**config.mk**
```make
export PLATFORM = sky130hd
export DESIGN_NAME = sha1_hash_engine_unit
export DESIGN_NICKNAME = d
export VERILOG_FILES = /design/src/sha1he_pkg.sv /design/src/sha1he_ctrl.sv /design/src/sha1he_dp.sv /design/src/sha1_hash_engine_unit.sv
export SDC_FILE = /design/constraint.sdc
export NUM_CORES = 2
export LEC_CHECK = 0
export BUFFER_PORTS_ARGS = -buffer_cell sky130_fd_sc_hd__buf_2
export CORE_MARGIN = 2
export CORE_UTILIZATION = 42
export DETAILED_ROUTE_END_ITERATION = 6
export PLACE_DENSITY = 0.63
export SLEW_MARGIN = 20
export SYNTH_ARGS = -nofsm -noshare
export SYNTH_HDL_FRONTEND = slang
export SYNTH_SLANG_ARGS = --single-unit
```
**constraint.sdc**
```tcl
create_clock -name clk_i -period 18.7 [get_ports clk_i]
set_input_delay 1.87 -clock clk_i [delete_from_list [all_inputs] [get_ports clk_i]]
set_output_delay 1.87 -clock clk_i [all_outputs]
set_load 0.005 [all_outputs]
```
**src/sha1he_pkg.sv**
```systemverilog
// ----------------------------------------------------------------------------
// sha1he_pkg
// shared types and constants of the sha-1 hash engine
// ----------------------------------------------------------------------------
`timescale 1ns / 1ps

package sha1he_pkg;

  localparam int unsigned NUM_WORDS  = 5;
  localparam int unsigned NUM_ROUNDS = 80;
  localparam int unsigned BLOCK_BITS = 512;

  localparam logic [5:0] FILL_LAST = 6'd63;
  localparam logic [5:0] FILL_LEN  = 6'd56;
  localparam logic [6:0] ROUND_LAST = 7'(NUM_ROUNDS - 1);
  localparam logic [2:0] WORD_LAST  = 3'(NUM_WORDS - 1);

  localparam logic [7:0] PAD_BYTE = 8'h80;

  localparam logic [31:0] H_INIT [NUM_WORDS] = '{
    32'h67452301, 32'hefcdab89, 32'h98badcfe, 32'h10325476, 32'hc3d2e1f0
  };

  localparam logic [31:0] K_R0 = 32'h5a827999;
  localparam logic [31:0] K_R1 = 32'h6ed9eba1;
  localparam logic [31:0] K_R2 = 32'h8f1bbcdc;
  localparam logic [31:0] K_R3 = 32'hca62c1d6;

  typedef enum logic [1:0] {
    SRC_MSG,
    SRC_PAD,
    SRC_ZERO,
    SRC_LEN
  } byte_src_e;

  typedef struct packed {
    logic      push;
    byte_src_e src;
    logic      load_work;
    logic      round;
    logic      add_chain;
    logic      out_adv;
    logic      reinit;
  } dp_cmd_t;

  typedef struct packed {
    logic [5:0] fill;
    logic       round_last;
    logic       word_last;
  } dp_sts_t;

endpackage

```
**src/sha1he_ctrl.sv**
```systemverilog
// ----------------------------------------------------------------------------
// sha1he_ctrl
// sequencer for byte intake, padding, compression and digest output
// ----------------------------------------------------------------------------
`timescale 1ns / 1ps

module sha1he_ctrl import sha1he_pkg::*; (
  input  logic    clk_i,
  input  logic    rst_ni,
  input  logic    in_valid_i,
  output logic    in_stall_o,
  input  logic    byte_present_i,
  input  logic    end_of_message_i,
  output logic    out_valid_o,
  input  logic    out_stall_i,
  output dp_cmd_t cmd_o,
  input  dp_sts_t sts_i
);

  typedef enum logic [2:0] {
    ST_IDLE,
    ST_CLOAD,
    ST_ROUND,
    ST_CADD,
    ST_PAD80,
    ST_PADZ,
    ST_PADLEN,
    ST_OUT
  } state_e;

  state_e state_q, state_d;
  state_e ret_q, ret_d;

  always_comb begin
    cmd_o       = '0;
    cmd_o.src   = SRC_MSG;
    state_d     = state_q;
    ret_d       = ret_q;
    in_stall_o  = (state_q != ST_IDLE);
    out_valid_o = (state_q == ST_OUT);
    case (state_q)
      ST_IDLE: begin
        if (in_valid_i) begin
          if (byte_present_i) begin
            cmd_o.push = 1'b1;
            cmd_o.src  = SRC_MSG;
          end
          if (byte_present_i && (sts_i.fill == FILL_LAST)) begin
            state_d = ST_CLOAD;
            ret_d   = end_of_message_i ? ST_PAD80 : ST_IDLE;
          end else if (end_of_message_i) begin
            state_d = ST_PAD80;
          end
        end
      end
      ST_CLOAD: begin
        cmd_o.load_work = 1'b1;
        state_d         = ST_ROUND;
      end
      ST_ROUND: begin
        cmd_o.round = 1'b1;
        if (sts_i.round_last) begin
          state_d = ST_CADD;
        end
      end
      ST_CADD: begin
        cmd_o.add_chain = 1'b1;
        state_d         = ret_q;
      end
      ST_PAD80: begin
        cmd_o.push = 1'b1;
        cmd_o.src  = SRC_PAD;
        if (sts_i.fill == FILL_LAST) begin
          state_d = ST_CLOAD;
          ret_d   = ST_PADZ;
        end else begin
          state_d = ST_PADZ;
        end
      end
      ST_PADZ: begin
        if (sts_i.fill == FILL_LEN) begin
          state_d = ST_PADLEN;
        end else begin
          cmd_o.push = 1'b1;
          cmd_o.src  = SRC_ZERO;
          if (sts_i.fill == FILL_LAST) begin
            state_d = ST_CLOAD;
            ret_d   = ST_PADZ;
          end
        end
      end
      ST_PADLEN: begin
        cmd_o.push = 1'b1;
        cmd_o.src  = SRC_LEN;
        if (sts_i.fill == FILL_LAST) begin
          state_d = ST_CLOAD;
          ret_d   = ST_OUT;
        end
      end
      ST_OUT: begin
        if (!out_stall_i) begin
          cmd_o.out_adv = 1'b1;
          if (sts_i.word_last) begin
            cmd_o.reinit = 1'b1;
            state_d      = ST_IDLE;
          end
        end
      end
      default: begin
        state_d = ST_IDLE;
      end
    endcase
  end

  always_ff @(posedge clk_i or negedge rst_ni) begin
    if (!rst_ni) begin
      state_q <= ST_IDLE;
      ret_q   <= ST_IDLE;
    end else begin
      state_q <= state_d;
      ret_q   <= ret_d;
    end
  end

endmodule

```
**src/sha1he_dp.sv**
```systemverilog
// ----------------------------------------------------------------------------
// sha1he_dp
// block window, round unit, chaining words, byte count and digest select
// ----------------------------------------------------------------------------
`timescale 1ns / 1ps

module sha1he_dp import sha1he_pkg::*; (
  input  logic        clk_i,
  input  logic        rst_ni,
  input  dp_cmd_t     cmd_i,
  output dp_sts_t     sts_o,
  input  logic [7:0]  data_byte_i,
  output logic [31:0] digest_word_o,
  output logic [2:0]  word_number_o,
  output logic        last_word_o
);

  // oldest schedule word sits in the top 32 bits
  logic [BLOCK_BITS-1:0] win_q, win_d;
  logic [31:0]  h_q [NUM_WORDS];
  logic [31:0]  a_q, b_q, c_q, d_q, e_q;
  logic [5:0]   fill_q;
  logic [6:0]   rnd_q;
  logic [60:0]  count_q;
  logic [2:0]   idx_q;

  logic [7:0]   push_byte;
  logic [63:0]  len_bits;
  logic [31:0]  w0, w2, w8, w13, w_new, w_mix;
  logic [31:0]  f_val, k_val, t_val;

  assign len_bits = {count_q, 3'b000};

  always_comb begin
    case (cmd_i.src)
      SRC_MSG:  push_byte = data_byte_i;
      SRC_PAD:  push_byte = PAD_BYTE;
      SRC_ZERO: push_byte = 8'h00;
      SRC_LEN:  push_byte = len_bits[8*(3'd7 - fill_q[2:0]) +: 8];
      default:  push_byte = 8'h00;
    endcase
  end

  assign w0    = win_q[511:480];
  assign w2    = win_q[447:416];
  assign w8    = win_q[255:224];
  assign w13   = win_q[95:64];
  assign w_mix = w13 ^ w8 ^ w2 ^ w0;
  assign w_new = {w_mix[30:0], w_mix[31]};

  always_comb begin
    if (rnd_q < 7'd20) begin
      f_val = (b_q & c_q) ^ (~b_q & d_q);
      k_val = K_R0;
    end else if (rnd_q < 7'd40) begin
      f_val = b_q ^ c_q ^ d_q;
      k_val = K_R1;
    end else if (rnd_q < 7'd60) begin
      f_val = (b_q & c_q) ^ (b_q & d_q) ^ (c_q & d_q);
      k_val = K_R2;
    end else begin
      f_val = b_q ^ c_q ^ d_q;
      k_val = K_R3;
    end
  end

  assign t_val = {a_q[26:0], a_q[31:27]} + f_val + e_q + k_val + w0;

  always_comb begin
    win_d = win_q;
    if (cmd_i.push) begin
      win_d = {win_q[BLOCK_BITS-9:0], push_byte};
    end else if (cmd_i.round) begin
      win_d = {win_q[BLOCK_BITS-33:0], w_new};
    end
  end

  always_ff @(posedge clk_i) begin
    win_q <= win_d;
    if (cmd_i.load_work) begin
      a_q <= h_q[0];
      b_q <= h_q[1];
      c_q <= h_q[2];
      d_q <= h_q[3];
      e_q <= h_q[4];
    end else if (cmd_i.round) begin
      a_q <= t_val;
      b_q <= a_q;
      c_q <= {b_q[1:0], b_q[31:2]};
      d_q <= c_q;
      e_q <= d_q;
    end
  end

  always_ff @(posedge clk_i or negedge rst_ni) begin
    if (!rst_ni) begin
      fill_q  <= '0;
      rnd_q   <= '0;
      count_q <= '0;
      idx_q   <= '0;
      for (int i = 0; i < NUM_WORDS; i++) begin
        h_q[i] <= H_INIT[i];
      end
    end else begin
      if (cmd_i.push) begin
        fill_q <= fill_q + 6'd1;
      end
      if (cmd_i.push && (cmd_i.src == SRC_MSG)) begin
        count_q <= count_q + 61'd1;
      end
      if (cmd_i.load_work) begin
        rnd_q <= '0;
      end else if (cmd_i.round) begin
        rnd_q <= rnd_q + 7'd1;
      end
      if (cmd_i.add_chain) begin
        h_q[0] <= h_q[0] + a_q;
        h_q[1] <= h_q[1] + b_q;
        h_q[2] <= h_q[2] + c_q;
        h_q[3] <= h_q[3] + d_q;
        h_q[4] <= h_q[4] + e_q;
      end
      if (cmd_i.reinit) begin
        count_q <= '0;
        idx_q   <= '0;
        for (int i = 0; i < NUM_WORDS; i++) begin
          h_q[i] <= H_INIT[i];
        end
      end else if (cmd_i.out_adv) begin
        idx_q <= idx_q + 3'd1;
      end
    end
  end

  assign sts_o.fill       = fill_q;
  assign sts_o.round_last = (rnd_q == ROUND_LAST);
  assign sts_o.word_last  = (idx_q == WORD_LAST);

  assign digest_word_o = h_q[idx_q];
  assign word_number_o = idx_q;
  assign last_word_o   = (idx_q == WORD_LAST);

endmodule

```
**src/sha1_hash_engine_unit.sv**
```systemverilog
// ----------------------------------------------------------------------------
// sha1_hash_engine_unit
// sha-1 engine taking one message byte per item, digest out as five words
// ----------------------------------------------------------------------------
// A message byte is taken and shifted into the 512-bit block window. Every
// 64th byte starts a compression (load, 80 rounds through the single shared
// round unit, chaining add) during which in_stall_o is high. The end mark
// adds padding, one padding byte at a time with a turnaround state before the
// length bytes (9 to 72 bytes, with one or two compressions), then the five
// digest words come out one per cycle while out_stall_i is low. No new item
// is taken until the last digest word has been delivered.
`timescale 1ns / 1ps

module sha1_hash_engine_unit import sha1he_pkg::*; (
  input  logic        clk_i,
  input  logic        rst_ni,
  input  logic        in_valid_i,
  output logic        in_stall_o,
  input  logic [7:0]  data_byte_i,
  input  logic        byte_present_i,
  input  logic        end_of_message_i,
  output logic        out_valid_o,
  input  logic        out_stall_i,
  output logic [31:0] digest_word_o,
  output logic [2:0]  word_number_o,
  output logic        last_word_o
);

  dp_cmd_t cmd;
  dp_sts_t sts;

  sha1he_ctrl u_ctrl (
    .clk_i            (clk_i),
    .rst_ni           (rst_ni),
    .in_valid_i       (in_valid_i),
    .in_stall_o       (in_stall_o),
    .byte_present_i   (byte_present_i),
    .end_of_message_i (end_of_message_i),
    .out_valid_o      (out_valid_o),
    .out_stall_i      (out_stall_i),
    .cmd_o            (cmd),
    .sts_i            (sts)
  );

  sha1he_dp u_dp (
    .clk_i         (clk_i),
    .rst_ni        (rst_ni),
    .cmd_i         (cmd),
    .sts_o         (sts),
    .data_byte_i   (data_byte_i),
    .digest_word_o (digest_word_o),
    .word_number_o (word_number_o),
    .last_word_o   (last_word_o)
  );

endmodule

```
==> run metrics <==
CP max stage cell a41oi_1; # rows 130; RSZ-0062 raised after global routing false; PortBufs 51; worst skew pair latency 0.72 ns; H-tree depth 3; first-pass GRT wire length 221,000 um; Antenna Violating Nets Remaining 0; CP max stage delay 0.57 ns; drt total wl 143,000 um; DIE AREA 130,000 um^2; crit-path max FO 35; Pins Over Slew Limit 0; max_cap viols 0; Synth warnings 0; combinational fraction of design power 1.6%; Hold-fix buffers, CTS 0; power per cell area 73.5 nW/um^2; Pre-antenna DRT Iters 5; GRT Total Usage 21.6%; Final Hold Vio Count 0; drt initial violations 4,683; synthesized flop and latch total 915; register area share after synthesis 49.5%; Root Driver clkbuf_16; Pwr Total 4.30 mW; fin crit period 7.44 ns; clock skew 0.0342 ns; antenna violations before repair 3; Post-synth EDFFs 672; GPL Wtd Cong 0.939; Worst Setup Start Kind flop; Initial Util 42.4%; Syn Area/Cell 9.46 um^2; Clock Power Share 48.0%; Bufs on Longest Clock Path 3; worst slew pin tran 1.09 ns; Post-layout nets 5,913; per-cell routed wire length 19.6 um; postcts setup bufs 0; Sw Pwr 915 uW; largest net degree at the start of global routing 218; Die X-Extent 360 um; final worst-path cycle share 39.8%; I/O pin count 52; Synth async-reset ratio 26.6%; DR vias 39,900; ys flop type edfxtp_1; Mapped Cells 5,634; CTS tree yes; Worst R2R Path Depth 27; hold depth 1; layout cells sized above 1 7.38%; CTS buffer count 103; Internal Power 3.39 mW; vias in the first global route 37,700; Hold Crit Class reg2reg; core region area 126,000 um^2; # DRC 0; TritonCTS Sinks 915; Seq pwr share 50.4%; area delta synth->final 9.75%; # setup viols final 0; Netlist cell types 95; status complete, no violations; Peak VDD IR 0.0000684 V; Clock transition at path regs 0.06 ns; post-DR vias/cell 5.46; Arr. time, crit path 7.90 ns; synthesized area 53,300 um^2; Syn Nets 5,970; total congestion overflow 0; critical setup path kind reg2reg; DP HPWL 97,300 um; Lkg Pwr 25.5 nW; WP data required 19.16 ns; CTS resizes 0; endpoint class of the critical path flop; Setup Total Neg Slack 0 ns; sw frac 21.3%; Max Clk Rate 134 MHz; Die Ht 360 um; Worst slew margin 27.2%
-- final timing paths --
kind,startpoint,end,slack [ns]
min in group asynchronous,rst_ni,u_dp.h_q[93],1.22
max in group asynchronous,rst_ni,u_dp.h_q[32],15.63
worst max-delay path,u_dp.rnd_q[5],u_dp.a_q[29],11.26
worst min-delay path,u_dp.fill_q[5],u_dp.fill_q[5],0.47
worst max register to register,u_dp.rnd_q[5],u_dp.a_q[29],11.26
worst min register to register,u_dp.fill_q[5],u_dp.fill_q[5],0.47
-- critical path: cells and delay by family (launching register included) --
kind            cells  cell delay (ns)
flops               1             0.46
fa+ha+maj           5             1.93
compound gates     10             2.71
buf+inv             7             1.24
simple gates        4             0.59
mux                 1             0.23
-- per-stage QoR --
step                setup slack, ns  hold slack [ns]  cells  util, %  area [um^2]
floorplan                      3.87            0.435   5634        -        53300
global placement              11.45            0.453   7122     43.8        55100
detailed placement            11.39            0.456   7122     43.8        55100
CTS                           11.34            0.470   7314     46.5        58500
global route                  10.80            0.488   7314     46.5        58500
finish                        11.26            0.472   7315     46.5        58500
-- synthesized netlist by cell type, types with 26 or more instances --
| cell | number | share of area, % |
|---|---|---|
| o21ai_1 | 37 | 0.35 |
| mux2i_1 | 108 | 2.0 |
| dfstp_2 | 80 | 3.9 |
| nor3_1 | 48 | 0.45 |
| o21ai_0 | 234 | 2.2 |
| xor2_1 | 121 | 2.0 |
| clkbuf_1 | 212 | 1.5 |
| or3_1 | 26 | 0.31 |
| inv_1 | 229 | 1.6 |
| nand2_1 | 2041 | 14 |
| o22ai_1 | 35 | 0.41 |
| nand3_1 | 97 | 0.91 |
| dfrtp_1 | 163 | 7.7 |
| nor2_1 | 229 | 1.6 |
| ha_1 | 198 | 4.6 |
| fa_1 | 124 | 4.7 |
| xnor2_1 | 189 | 3.1 |
| nand2b_1 | 32 | 0.38 |
| a21oi_1 | 267 | 2.5 |
| a21o_1 | 84 | 1.2 |
| edfxtp_1 | 672 | 38 |
| buf_1 | 34 | 0.24 |
-- routing by layer --
| layer | GRT usage (%) | up-vias | wire, um |
|---|---|---|---|
| li1 | - | 19000 | - |
| met1 | 31.4 | 19500 | 65200 |
| met2 | 33.4 | 1249 | 64100 |
| met3 | 3.39 | 191 | 10300 |
| met4 | 5.79 | 0 | 3470 |
| met5 | 0 | - | 0 |
-- cell families after synthesis --
kind of cell    count (synthesis)  synth area share, %
simple gates                 2591                 19.6
mux                           126                 2.70
xor+xnor                      310                 5.09
buf+inv                       480                 3.39
compound gates                890                 10.4
flops                         915                 49.5
fa+ha+maj                     322                 9.31
-- area by class of cell --
cell class,count,area [um^2]
Multi-Input combinational cell,4239,25200
Fill cell,11800,67200
Clock buffer,146,2880
Inverter,230,868
Antenna cell,1,2.50
Timing Repair Buffer,88,588
Clock inverter,46,519
Sequential cell,915,26400
Tap cell,1650,2060
-- cell usage in the layout, fill, tap and decap left out, types with 25 or more instances in the layout --
cell	instances
dfrtp_1	161
mux2i_1	108
nor2_1	226
o21ai_0	234
buf_2	50
fa_1	124
clkbuf_1	31
and3_1	25
edfxtp_1	672
nand2b_1	31
nand2_1	2039
clkbuf_16	105
nand3_1	97
ha_1	198
nor3_1	47
a21oi_1	267
or3_1	25
a21o_1	84
xor2_1	121
inv_1	228
xnor2_1	189
dfstp_2	80
o21ai_1	36
buf_4	32
o22ai_1	35
-- state kept, by name (all words and copies together), names as in the netlist, 6 cells and up --
signal and cells:
u_dp.e_q 32, u_dp.b_q 32, u_dp.rnd_q 7, u_dp.c_q 32, u_dp.count_q 61, u_dp.d_q 32
u_dp.win_q 512, u_dp.h_q 160, u_dp.fill_q 6, u_dp.a_q 32
-- power groups by stage --
stage	combinational, mW	sequential, mW	clock (mW)
3_5_place_dp	0.0690	2.21	0
6_report	0.0691	2.17	2.06
5_1_grt	0.0755	2.17	2.19
4_1_cts	0.0692	2.17	2.11
3_3_place_gp	0.0683	2.21	0
2_1_floorplan	0.0354	2.21	0
No activity file was read; power rests on OpenSTA's default activity.
